File: config.mk
export PLATFORM = sky130hd
export DESIGN_NAME = vt_escape_sequence_parser_top
export DESIGN_NICKNAME = d
export VERILOG_FILES = /design/src/sv/vtesc_pkg.sv /design/src/sv/vt_escape_sequence_parser_top.sv /design/src/sv/vtesc_ctrl.sv /design/src/sv/vtesc_dp.sv
export SDC_FILE = /design/constraint.sdc
export NUM_CORES = 1
export LEC_CHECK = 0
export BUFFER_PORTS_ARGS = -buffer_cell sky130_fd_sc_hd__buf_2
export CAP_MARGIN = 40
export CORE_MARGIN = 4
export CORE_UTILIZATION = 51
export DETAILED_ROUTE_END_ITERATION = 16
export PLACE_DENSITY = 0.68
export SLEW_MARGIN = 10
export SYNTH_ARGS = -nofsm -noshare
export SYNTH_HDL_FRONTEND = slang
export SYNTH_SLANG_ARGS = --single-unit
File: constraint.sdc
create_clock -name clk -period 9.1 [get_ports clk]
set_clock_uncertainty 0.05 [all_clocks]
set_input_delay 1.82 -clock clk [delete_from_list [all_inputs] [get_ports clk]]
set_output_delay 1.82 -clock clk [all_outputs]
set_load 0.05 [all_outputs]
File: src/sv/vtesc_pkg.sv
// Shared types, constants and lookup functions of the escape sequence parser.
`default_nettype none
package vtesc_pkg;

  // Sizing of the parameter store and the OSC string limit
  localparam int MAX_PARAMS  = 32;
  localparam int MAX_OSC_LEN = 8192;
  localparam int PADDR_W     = $clog2(MAX_PARAMS + 1);
  localparam int OSC_W       = $clog2(MAX_OSC_LEN + 1);

  // Byte codes of interest
  localparam logic [7:0] B_BEL   = 8'h07;
  localparam logic [7:0] B_SO    = 8'h0E;
  localparam logic [7:0] B_SI    = 8'h0F;
  localparam logic [7:0] B_CAN   = 8'h18;
  localparam logic [7:0] B_SUB   = 8'h1A;
  localparam logic [7:0] B_ESC   = 8'h1B;
  localparam logic [7:0] B_DEL   = 8'h7F;
  localparam logic [7:0] B_CSI   = 8'h5B;
  localparam logic [7:0] B_OSC   = 8'h5D;
  localparam logic [7:0] B_DCS   = 8'h50;
  localparam logic [7:0] B_SOS   = 8'h58;
  localparam logic [7:0] B_PM    = 8'h5E;
  localparam logic [7:0] B_APC   = 8'h5F;
  localparam logic [7:0] B_ST    = 8'h5C;
  localparam logic [7:0] B_RIS   = 8'h63;
  localparam logic [7:0] B_STR_P = 8'h70;
  localparam logic [7:0] B_BANG  = 8'h21;
  localparam logic [7:0] B_G0    = 8'h28;
  localparam logic [7:0] B_G1A   = 8'h29;
  localparam logic [7:0] B_G1B   = 8'h2A;
  localparam logic [7:0] B_G1C   = 8'h2B;
  localparam logic [7:0] SET_US  = 8'h42;
  localparam logic [7:0] SET_GFX = 8'h30;

  localparam logic [20:0] CP_REPL   = 21'h00FFFD;
  localparam logic [20:0] CAP_VALUE = 21'h100000;

  typedef enum logic [3:0] {
    PS_GROUND, PS_ESC, PS_ESC_INTER, PS_CSI_ENTRY, PS_CSI_PARAM, PS_CSI_INTER,
    PS_CSI_IGNORE, PS_OSC, PS_DCS_IGNORE, PS_STR_IGNORE
  } pstate_t;

  typedef enum logic [2:0] {
    EV_PRINT, EV_EXEC, EV_ESC, EV_CSI, EV_OSC, EV_OSC_END
  } ev_kind_t;

  // Results caused by one byte
  typedef enum logic [1:0] {NRES_NONE, NRES_ONE, NRES_TWO, NRES_CSI} nres_t;
  // Source of the output register load
  typedef enum logic [1:0] {LD_NONE, LD_FIRST, LD_SECOND, LD_WALK} load_t;
  typedef enum logic [1:0] {CS_IDLE, CS_SECOND, CS_READ, CS_WALK} ctrl_state_t;

  typedef struct packed {
    logic  accept;
    load_t load;
    logic  last;
    logic  walk_step;
  } ctl_cmd_t;

  typedef struct packed {
    nres_t nres;
    logic  out_free;
    logic  walk_done;
  } dp_status_t;

  typedef struct packed {
    ev_kind_t    kind;
    logic [20:0] code;
    logic [7:0]  ib;
    logic [1:0]  ic;
    logic        pf;
    logic [5:0]  pi;
    logic [20:0] pv;
    logic        po;
    logic [5:0]  pt;
  } res_t;

  // DEC special graphics for 0x5F..0x7E
  function automatic logic [20:0] dec_gfx(input logic [4:0] idx);
    logic [20:0] r;
    case (idx)
      5'd0:  r = 21'h00A0;  5'd1:  r = 21'h25C6;  5'd2:  r = 21'h2592;  5'd3:  r = 21'h2409;
      5'd4:  r = 21'h240C;  5'd5:  r = 21'h240D;  5'd6:  r = 21'h240A;  5'd7:  r = 21'h00B0;
      5'd8:  r = 21'h00B1;  5'd9:  r = 21'h2424;  5'd10: r = 21'h240B;  5'd11: r = 21'h2518;
      5'd12: r = 21'h2510;  5'd13: r = 21'h250C;  5'd14: r = 21'h2514;  5'd15: r = 21'h253C;
      5'd16: r = 21'h23BA;  5'd17: r = 21'h23BB;  5'd18: r = 21'h2500;  5'd19: r = 21'h23BC;
      5'd20: r = 21'h23BD;  5'd21: r = 21'h251C;  5'd22: r = 21'h2524;  5'd23: r = 21'h2534;
      5'd24: r = 21'h252C;  5'd25: r = 21'h2502;  5'd26: r = 21'h2264;  5'd27: r = 21'h2265;
      5'd28: r = 21'h03C0;  5'd29: r = 21'h2260;  5'd30: r = 21'h00A3;  default: r = 21'h00B7;
    endcase
    return r;
  endfunction

  function automatic logic [20:0] translate(input logic [20:0] cp, input logic [7:0] set);
    logic [20:0] off;
    off = cp - 21'h5F;
    if (set == SET_GFX && cp >= 21'h5F && cp <= 21'h7E) return dec_gfx(off[4:0]);
    return cp;
  endfunction

endpackage
`default_nettype wire

File: src/sv/vt_escape_sequence_parser_top.sv
// Top level of the VT escape sequence parser with UTF-8 decoding.
// Takes one byte per beat and gives zero or more event beats per byte, the last
// of them marked by out_tlast. A byte that gives at most one event loads one
// beat; a byte that gives a replacement character plus a print loads the two in
// turn; a CSI final byte with N stored parameters gives N beats: the accepting
// cycle, then for each parameter one registered read of the parameter store
// followed by its output beat. Input is taken only while the output register is
// free or being drained, so stalls on the output side hold back the input.
`default_nettype none
module vt_escape_sequence_parser_top (
  input  wire         clk,
  input  wire         rst_n,
  input  wire         in_tvalid,
  output logic        in_tready,
  input  wire  [7:0]  in_tdata,   // byte_in
  output logic        out_tvalid,
  input  wire         out_tready,
  output logic [71:0] out_tdata,  // code, inter_byte, inter_count, private_flag,
                                  // param_index, param_value, param_omitted,
                                  // param_total, zero pad
  output logic [2:0]  out_tuser,  // event_kind
  output logic        out_tlast   // last
);
  import vtesc_pkg::*;

  ctl_cmd_t   cmd;
  dp_status_t st;
  res_t       res;

  vtesc_ctrl u_ctrl (
    .clk, .rst_n, .in_tvalid, .in_tready, .st, .cmd
  );

  vtesc_dp u_dp (
    .clk, .rst_n, .byte_in(in_tdata), .cmd, .st, .out_tready,
    .out_valid(out_tvalid), .out_res(res), .out_last(out_tlast)
  );

  assign out_tuser = res.kind;
  assign out_tdata = {6'b0, res.pt, res.po, res.pv, res.pi, res.pf, res.ic, res.ib,
                      res.code};

  // A print that is not last is always the replacement character
  a_repl_first: assert property (@(posedge clk) disable iff (!rst_n)
    out_tvalid && out_tuser == EV_PRINT && !out_tlast |-> out_tdata[20:0] == CP_REPL)
    else $error("non-final print is not U+FFFD");

  // OSC end closes its run and carries no code
  a_osc_end: assert property (@(posedge clk) disable iff (!rst_n)
    out_tvalid && out_tuser == EV_OSC_END |-> out_tlast && out_tdata[20:0] == 21'd0)
    else $error("bad osc end beat");

  // The last CSI beat carries the last parameter index
  a_csi_last: assert property (@(posedge clk) disable iff (!rst_n)
    out_tvalid && out_tuser == EV_CSI && out_tlast && out_tdata[65:60] != 6'd0
    |-> out_tdata[37:32] == out_tdata[65:60] - 6'd1)
    else $error("csi run ended early");

endmodule
`default_nettype wire

File: src/sv/vtesc_ctrl.sv
// Controller: input handshake and sequencing of the result beats.
`default_nettype none
module vtesc_ctrl (
  input  wire                   clk,
  input  wire                   rst_n,
  input  wire                   in_tvalid,
  output logic                  in_tready,
  input  vtesc_pkg::dp_status_t st,
  output vtesc_pkg::ctl_cmd_t   cmd
);
  import vtesc_pkg::*;

  ctrl_state_t state_r, state_nxt;

  // State register
  always_ff @(posedge clk) begin
    if (!rst_n) state_r <= CS_IDLE;
    else        state_r <= state_nxt;
  end

  // Next state and commands
  always_comb begin
    state_nxt     = state_r;
    in_tready     = 1'b0;
    cmd           = '0;
    cmd.load      = LD_NONE;
    case (state_r)
      CS_IDLE: begin
        in_tready  = st.out_free;
        cmd.accept = in_tvalid && st.out_free;
        if (cmd.accept) begin
          case (st.nres)
            NRES_ONE: begin
              cmd.load = LD_FIRST;
              cmd.last = 1'b1;
            end
            NRES_TWO: begin
              cmd.load  = LD_FIRST;
              state_nxt = CS_SECOND;
            end
            NRES_CSI: state_nxt = CS_READ;
            default: ;
          endcase
        end
      end
      CS_SECOND: begin
        if (st.out_free) begin
          cmd.load  = LD_SECOND;
          cmd.last  = 1'b1;
          state_nxt = CS_IDLE;
        end
      end
      CS_READ: state_nxt = CS_WALK;
      CS_WALK: begin
        if (st.out_free) begin
          cmd.load = LD_WALK;
          cmd.last = st.walk_done;
          if (st.walk_done) begin
            state_nxt = CS_IDLE;
          end else begin
            cmd.walk_step = 1'b1;
            state_nxt     = CS_READ;
          end
        end
      end
      default: state_nxt = CS_IDLE;
    endcase
  end

endmodule
`default_nettype wire

File: src/sv/vtesc_dp.sv
// Datapath: parser state, UTF-8 decode, parameter store and output register.
`default_nettype none
module vtesc_dp (
  input  wire                   clk,
  input  wire                   rst_n,
  input  wire [7:0]             byte_in,
  input  vtesc_pkg::ctl_cmd_t   cmd,
  output vtesc_pkg::dp_status_t st,
  input  wire                   out_tready,
  output logic                  out_valid,
  output vtesc_pkg::res_t       out_res,
  output logic                  out_last
);
  import vtesc_pkg::*;

  pstate_t     ps_r, ps_nxt;
  logic [20:0] cp_r, cp_nxt;
  logic [1:0]  cont_r, cont_nxt;
  logic        pend_r, pend_nxt;
  logic [5:0]  used_r, used_nxt;
  logic [20:0] cur_r, cur_nxt;
  logic [7:0]  fi_r, fi_nxt;
  logic [1:0]  is_r, is_nxt;
  logic        priv_r, priv_nxt;
  logic [7:0]  g0_r, g0_nxt, g1_r, g1_nxt;
  logic        so_r, so_nxt;
  logic [OSC_W-1:0] osc_r, osc_nxt;

  // Latched CSI dispatch context and walk index
  res_t        dsp_r, dsp_nxt;
  logic [5:0]  widx_r;
  logic [21:0] rd_data_r;
  logic [21:0] mem [MAX_PARAMS+1];
  res_t        walk_res;

  logic        mem_we;
  logic [PADDR_W-1:0] mem_waddr;
  logic [21:0] mem_wdata;

  res_t        res0, res1, sec_r;
  nres_t       nres;
  logic        valid_r;
  res_t        out_r;
  logic        last_r;

  logic [7:0]  b;
  logic [7:0]  set_act;
  logic        clear;
  logic        opened;
  logic [5:0]  used_n;
  logic [20:0] base;
  logic [24:0] acc;
  logic        pre_repl;
  res_t        tail;
  logic        tail_v;

  assign b       = byte_in;
  assign set_act = so_r ? g1_r : g0_r;

  // Per-byte parse step
  always_comb begin
    ps_nxt = ps_r; cp_nxt = cp_r; cont_nxt = cont_r; pend_nxt = pend_r;
    used_nxt = used_r; cur_nxt = cur_r; fi_nxt = fi_r; is_nxt = is_r;
    priv_nxt = priv_r; g0_nxt = g0_r; g1_nxt = g1_r; so_nxt = so_r; osc_nxt = osc_r;
    dsp_nxt = dsp_r;
    mem_we = 1'b0; mem_waddr = '0; mem_wdata = '0;
    res0 = '0; res1 = '0; nres = NRES_NONE; clear = 1'b0;
    opened = 1'b0; used_n = used_r; base = '0; acc = '0;
    pre_repl = 1'b0; tail = '0; tail_v = 1'b0;

    if (ps_r == PS_OSC) begin
      if (b == B_BEL || b == B_ESC) begin
        res0.kind = EV_OSC_END; nres = NRES_ONE; osc_nxt = '0;
        ps_nxt = (b == B_ESC) ? PS_ESC : PS_GROUND;
        if (b == B_ESC) begin
          fi_nxt = '0; is_nxt = '0;
        end
      end else if (osc_r < OSC_W'(MAX_OSC_LEN)) begin
        osc_nxt = osc_r + 1'b1;
        res0.kind = EV_OSC; res0.code = {13'b0, b}; nres = NRES_ONE;
      end
    end else if (ps_r == PS_DCS_IGNORE || ps_r == PS_STR_IGNORE) begin
      if (b == B_ESC) begin
        ps_nxt = PS_ESC; fi_nxt = '0; is_nxt = '0;
      end else if (b == B_BEL) begin
        ps_nxt = PS_GROUND;
      end
    end else if (b == B_ESC) begin
      ps_nxt = PS_ESC; fi_nxt = '0; is_nxt = '0;
    end else if (b < 8'h20) begin
      // C0 control
      if (b == B_SO) so_nxt = 1'b1;
      else if (b == B_SI) so_nxt = 1'b0;
      else if (b == B_CAN || b == B_SUB) ps_nxt = PS_GROUND;
      res0.kind = EV_EXEC; res0.code = {13'b0, b}; nres = NRES_ONE;
    end else if (ps_r == PS_GROUND) begin
      if (b != B_DEL) begin
        if (cont_r != 2'd0 && b[7:6] == 2'b10) begin
          cp_nxt   = {cp_r[14:0], b[5:0]};
          cont_nxt = cont_r - 1'b1;
          if (cont_r == 2'd1) begin
            res0.kind = EV_PRINT; res0.code = translate(cp_nxt, set_act);
            nres = NRES_ONE;
          end
        end else begin
          if (cont_r != 2'd0) begin
            cont_nxt = '0; pre_repl = 1'b1;
          end
          tail.kind = EV_PRINT;
          if (!b[7]) begin
            tail.code = translate({13'b0, b}, set_act); tail_v = 1'b1;
          end else if (b[7:5] == 3'b110) begin
            cp_nxt = {16'b0, b[4:0]}; cont_nxt = 2'd1;
          end else if (b[7:4] == 4'b1110) begin
            cp_nxt = {17'b0, b[3:0]}; cont_nxt = 2'd2;
          end else if (b[7:3] == 5'b11110) begin
            cp_nxt = {18'b0, b[2:0]}; cont_nxt = 2'd3;
          end else begin
            tail.code = CP_REPL; tail_v = 1'b1;
          end
          if (pre_repl) begin
            res0.kind = EV_PRINT; res0.code = CP_REPL; res1 = tail;
            nres = tail_v ? NRES_TWO : NRES_ONE;
          end else if (tail_v) begin
            res0 = tail; nres = NRES_ONE;
          end
        end
      end
    end else if (ps_r == PS_ESC || ps_r == PS_ESC_INTER) begin
      if (b <= 8'h2F) begin
        if (is_r == 2'd0) fi_nxt = b;
        if (is_r != 2'd2) is_nxt = is_r + 1'b1;
        ps_nxt = PS_ESC_INTER;
      end else begin
        case (b)
          B_CSI: begin
            ps_nxt = PS_CSI_ENTRY; used_nxt = '0; pend_nxt = 1'b0;
            fi_nxt = '0; is_nxt = '0; priv_nxt = 1'b0;
          end
          B_OSC: begin
            ps_nxt = PS_OSC; osc_nxt = '0;
          end
          B_DCS: ps_nxt = PS_DCS_IGNORE;
          B_SOS, B_PM, B_APC: ps_nxt = PS_STR_IGNORE;
          B_ST: ps_nxt = PS_GROUND;
          default: begin
            res0.kind = EV_ESC; res0.code = {13'b0, b}; res0.ib = fi_r; res0.ic = is_r;
            nres = NRES_ONE; ps_nxt = PS_GROUND;
            if (is_r != 2'd0) begin
              if (fi_r == B_G0) g0_nxt = b;
              else if (fi_r == B_G1A || fi_r == B_G1B || fi_r == B_G1C) g1_nxt = b;
            end else if (b == B_RIS) begin
              clear = 1'b1;
            end
          end
        endcase
      end
    end else if (ps_r == PS_CSI_IGNORE) begin
      if (b >= 8'h40 && b <= 8'h7E) ps_nxt = PS_GROUND;
    end else begin
      // CSI entry, parameter and intermediate states
      if (b >= 8'h30 && b <= 8'h39) begin
        opened = !pend_r && used_r < 6'(MAX_PARAMS + 1);
        used_n = opened ? used_r + 1'b1 : used_r;
        base   = opened ? '0 : cur_r;
        acc    = ({4'b0, base} << 3) + ({4'b0, base} << 1) + {21'b0, b[3:0]};
        if (used_n != 6'd0 && used_n <= 6'(MAX_PARAMS)) begin
          cur_nxt = (acc > {4'b0, CAP_VALUE}) ? CAP_VALUE : acc[20:0];
          mem_we  = 1'b1;
        end else begin
          cur_nxt = base;
          mem_we  = opened;
        end
        mem_waddr = PADDR_W'(used_n - 1'b1);
        mem_wdata = {1'b0, cur_nxt};
        used_nxt = used_n; pend_nxt = 1'b1; ps_nxt = PS_CSI_PARAM;
      end else if (b == 8'h3A || b == 8'h3B) begin
        used_n = used_r;
        if (!pend_r && used_r < 6'(MAX_PARAMS + 1)) begin
          mem_we = 1'b1; mem_waddr = PADDR_W'(used_r); mem_wdata = {1'b1, 21'b0};
          used_n = used_r + 1'b1;
        end
        used_nxt = used_n; pend_nxt = 1'b0;
        ps_nxt = (used_n > 6'(MAX_PARAMS)) ? PS_CSI_IGNORE : PS_CSI_PARAM;
      end else if (b >= 8'h3C && b <= 8'h3F) begin
        priv_nxt = 1'b1; ps_nxt = PS_CSI_PARAM;
      end else if (b >= 8'h20 && b <= 8'h2F) begin
        if (is_r == 2'd0) fi_nxt = b;
        if (is_r != 2'd2) is_nxt = is_r + 1'b1;
        ps_nxt = PS_CSI_INTER;
      end else if (b >= 8'h40 && b <= 8'h7E) begin
        res0.kind = EV_CSI; res0.code = {13'b0, b}; res0.ib = fi_r; res0.ic = is_r;
        res0.pf = priv_r;
        if (used_r == 6'd0) begin
          res0.po = 1'b1; nres = NRES_ONE;
        end else begin
          res0.pt = used_r; dsp_nxt = res0; nres = NRES_CSI;
        end
        ps_nxt = PS_GROUND; used_nxt = '0; pend_nxt = 1'b0;
        fi_nxt = '0; is_nxt = '0; priv_nxt = 1'b0;
        clear = (b == B_STR_P && is_r == 2'd1 && fi_r == B_BANG);
      end
    end

    // RIS and DECSTR
    if (clear) begin
      ps_nxt = PS_GROUND; cp_nxt = '0; cont_nxt = '0; pend_nxt = 1'b0; used_nxt = '0;
      fi_nxt = '0; is_nxt = '0; priv_nxt = 1'b0; g0_nxt = SET_US; g1_nxt = SET_US;
      so_nxt = 1'b0; osc_nxt = '0;
    end
  end

  // Parser state registers
  always_ff @(posedge clk) begin
    if (!rst_n) begin
      ps_r <= PS_GROUND; cp_r <= '0; cont_r <= '0; pend_r <= 1'b0; used_r <= '0;
      fi_r <= '0; is_r <= '0; priv_r <= 1'b0; g0_r <= SET_US; g1_r <= SET_US;
      so_r <= 1'b0; osc_r <= '0;
    end else if (cmd.accept) begin
      ps_r <= ps_nxt; cp_r <= cp_nxt; cont_r <= cont_nxt; pend_r <= pend_nxt;
      used_r <= used_nxt; fi_r <= fi_nxt; is_r <= is_nxt; priv_r <= priv_nxt;
      g0_r <= g0_nxt; g1_r <= g1_nxt; so_r <= so_nxt; osc_r <= osc_nxt;
    end
  end

  // Payload registers: current parameter, dispatch context, second result, walk
  always_ff @(posedge clk) begin
    if (cmd.accept) begin
      cur_r <= cur_nxt;
      dsp_r <= dsp_nxt;
      sec_r <= res1;
    end
    if (cmd.accept) widx_r <= '0;
    else if (cmd.walk_step) widx_r <= widx_r + 1'b1;
  end

  // Parameter store
  always_ff @(posedge clk) begin
    if (cmd.accept && mem_we) mem[mem_waddr] <= mem_wdata;
    rd_data_r <= mem[widx_r[PADDR_W-1:0]];
  end

  // Walk beat: dispatch context with the parameter just read
  always_comb begin
    walk_res    = dsp_r;
    walk_res.pi = widx_r;
    walk_res.pv = rd_data_r[20:0];
    walk_res.po = rd_data_r[21];
  end

  // Output register
  always_ff @(posedge clk) begin
    if (!rst_n) valid_r <= 1'b0;
    else if (cmd.load != LD_NONE) valid_r <= 1'b1;
    else if (out_tready) valid_r <= 1'b0;
  end

  always_ff @(posedge clk) begin
    case (cmd.load)
      LD_FIRST:  out_r <= res0;
      LD_SECOND: out_r <= sec_r;
      LD_WALK:   out_r <= walk_res;
      default: ;
    endcase
    if (cmd.load != LD_NONE) last_r <= cmd.last;
  end

  assign st.nres      = nres;
  assign st.out_free  = !valid_r || out_tready;
  assign st.walk_done = (widx_r == dsp_r.pt - 1'b1);
  assign out_valid    = valid_r;
  assign out_res      = out_r;
  assign out_last     = last_r;

endmodule
`default_nettype wire
==> metrics <==
Wirelength per Cell=27.3 µm; core area=80400 µm²; hold_sp=u_dp.mem[32][15]; R2R Setup Slk=2.65 ns; final wirelength=106000 µm; die area=85600 µm²; antenna violations before repair=1; Sink Count=956; clk buf depth=3; P_int=7.36 mW; vias post-DR=24625; Skew-Pair Late Insertion Delay=0.67 ns; run status=completed; die height=293 µm; Pwr per Cell Area=217 nW/µm²; combinational power share=0.127; Synth top area share=0.622; Hold-fix buffers, CTS=0; final setup TNS=0 ns; Leak=14.1 nW; largest net degree at the start of global routing=60; hold endpoint=u_dp.rd_data_r[15]; CTS tree=yes; First-pass DRT Iterations=6; Worst Path Required=9.56 ns; root buf cell=clkbuf_16; post-synth top area cell=edfxtp_1; number of synthesized flops with an enable pin=855; total gr overflow=0; most common cell in the netlist=edfxtp_1; fillcell total=6023; Peak Freq=0.155 GHz; first-pass GRT wire length=159000 µm; switching power=2.75 mW; setup bufs post-CTS=0; crit start category=flop; fin crit period=6.45 ns; vias per cell=6.32; share of cells above drive strength 1=0.219; critical path capture point type=flop; post-cts resize count=0; Clock power frac=0.375; Cell Chain, Critical Path=inv_1, ha_1, or4b_4, a21o_1, buf_4, and2_1, ha_1, ha_1, fa_1, a21o_1, a221oi_1, nor3_1, or4_1, a31oi_1, nand4_1, nor4b_2, o211ai_1, a21oi_2, buf_6; flops & latches, synth=956; final weighted congestion in routability-driven placement=0.895; hold depth=2; vias in the first global route=24295; GRT Total Usage=0.247; Post-Syn Area per Cell=15.8 µm²; Sequential Power Share=0.498; number of DRC markers in iteration 0=3130; Worst path slowest cell=a21oi_2; nets=2833; Final Max Slew Viols=0; worst IR drop on VDD=0.204 mV; synthesized cell area=41300 µm²; DRC viols=0; Initial Util=0.513; IO buf count=83; critical path class=flop to flop; setup violation total in the final timing report=0; Slew HR=0.356; largest fanout on the critical path=30; Fin. Hold Viols=0; worst r2r src=u_dp.used_r[1]; Primary FF master, synth=edfxtp_1; Crit path largest cell delay=0.72 ns; RR Endpoint=u_dp.mem[25][4]; Synth top cells by count=855 x edfxtp_1, 221 x mux4_2, 196 x nand2_1, 150 x nor2_1, 105 x clkbuf_1; area grow syn2layout=12.9%; yosys warns=0; CTS H-Tree Depth=3; post-route clock period utilization=0.709; WHS=0.386 ns; worst-case reg-to-reg path depth=19; Top Ports=90; Net Sw Frac=0.272; Worst-path clk slew=0.06 ns; die width=293 µm; Hold/Removal Path Class=flop to flop; Arr. time, crit path=6.91 ns; Post-DP HPWL=64900 µm; Slew @ Worst Pin=0.960 ns; max_cap viols=0; RSZ-0062 raised after global routing=false; Num CTS Buffers=94; post-synth cell types=85; top post-synthesis cells by area=edfxtp_1 62%, mux4_2 12%, dfxtp_1 4.9%; sequential share of the synthesized area=0.671; most frequent CP cell=ha_1; Rows=104; DRT antenna net count=0; asr flop ratio synth=0; cell count after synthesis=2621
==> flip-flops by register name, summed over array words and instances (netlist names), 2 cells and up <==
register and flops:
u_dp.rd_data_r 22, u_dp.cont_r 2, u_dp.used_r 6, u_dp.widx_r 6, u_dp.is_r 2, u_ctrl.state_r 2, u_dp.mem 726, u_dp.g1_r 8
u_dp.sec_r 13, u_dp.fi_r 8, u_dp.ps_r 4, u_dp.out_res 69, u_dp.dsp_r 25, u_dp.g0_r 8, u_dp.osc_r 14, u_dp.cp_r 15
u_dp.cur_r 21
==> per-stage QoR <==
step                      utilization  std cells  area (µm²)  total power [mW]  setup WS [ns]
after global placement          0.536       3686       43100              6.39           2.12
after floorplan                     -       2626       41300              6.08           2.13
after CTS                       0.579       3889       46500              10.2           2.70
after detailed placement        0.541       3712       43500              6.41           2.37
final                           0.579       3894       46600              10.1           2.65
after global routing            0.579       3893       46600              10.4           2.28
==> critical path: cells and delay by family, from the launching register on <==
family	cells	cell delay (ns)
and+or+nand+nor	6	2.13
adders and majority gates	4	1.13
DFF	1	0.45
AOI/OAI and AO/OA	6	1.89
buffers and inverters	3	0.64
==> layout by cell type (no fill, tap or decap), types with 10 or more instances in the layout <==
master	instances
edfxtp_1	855
mux4_2	221
nand2_1	195
nor2_1	111
o21ai_0	100
dfxtp_1	95
clkbuf_16	94
a21oi_1	93
buf_2	84
ha_1	68
buf_4	68
nand3_1	51
and2_1	49
mux2i_1	49
inv_1	46
and3_1	45
nor2_2	39
nor2b_1	37
nor3_1	37
a22o_1	35
xnor2_1	27
clkinv_2	25
xor2_1	23
nand4_1	22
a31oi_1	20
clkbuf_1	20
clkinv_1	18
buf_8	18
nand2b_1	16
o21ai_1	16
a21o_1	14
o211ai_1	12
o21a_1	10
or3_1	10
==> layout make-up <==
class	count	area [µm²]	share of cell area
clock inverter	59	574	0.0123
clock buffer	118	2480	0.0533
sequential	956	27700	0.595
inverter	47	176	0.00379
antenna	1	2.50	0.0000537
tap	1060	1330	0.0285
timing repair buffer	179	1360	0.0292
multi-input combinational	1474	13000	0.278
==> cell families after synthesis <==
family,share of synthesized area
buffers and inverters,0.0191
AND/OR/NAND/NOR,0.0807
other,0.0000908
XOR/XNOR,0.0106
AO/OA/AOI/OAI,0.0637
flip-flops,0.671
adder cells (fa/ha/maj),0.0211
multiplexers,0.134
==> routing by layer <==
| metal | track usage | routed length (µm) |
|---|---|---|
| met4 | 0.0586 | 2470 |
| met1 | 0.364 | 44300 |
| met2 | 0.397 | 50800 |
| met3 | 0.0354 | 8730 |
| met5 | 0 | 0 |
==> how the worst max path moves through the flow <==
stage | slack (ns) | depth (start not counted) | to | startpoint
6_report | 2.65 | 19 | u_dp.mem[25][4] | u_dp.used_r[1]
5_1_grt | 2.28 | 19 | u_dp.mem[25][4] | u_dp.used_r[0]
4_1_cts | 2.70 | 19 | u_dp.mem[29][4] | u_dp.used_r[1]
3_5_place_dp | 2.37 | 14 | u_dp.mem[32][4] | in_tdata[2]
3_3_place_gp | 2.12 | 13 | u_dp.mem[32][4] | in_tdata[2]
2_1_floorplan | 2.13 | 10 | u_dp.mem[32][0] | in_tdata[0]
==> power by group through the flow <==
stage / Clock [mW] / Sequential [mW] / Combinational, mW
5_1_grt: 4.04 / 5.05 / 1.35
3_5_place_dp: 0 / 5.13 / 1.28
2_1_floorplan: 0 / 5.70 / 0.378
3_3_place_gp: 0 / 5.12 / 1.26
6_report: 3.79 / 5.04 / 1.28
4_1_cts: 3.84 / 5.04 / 1.28
(Power assumes the default switching activity.)
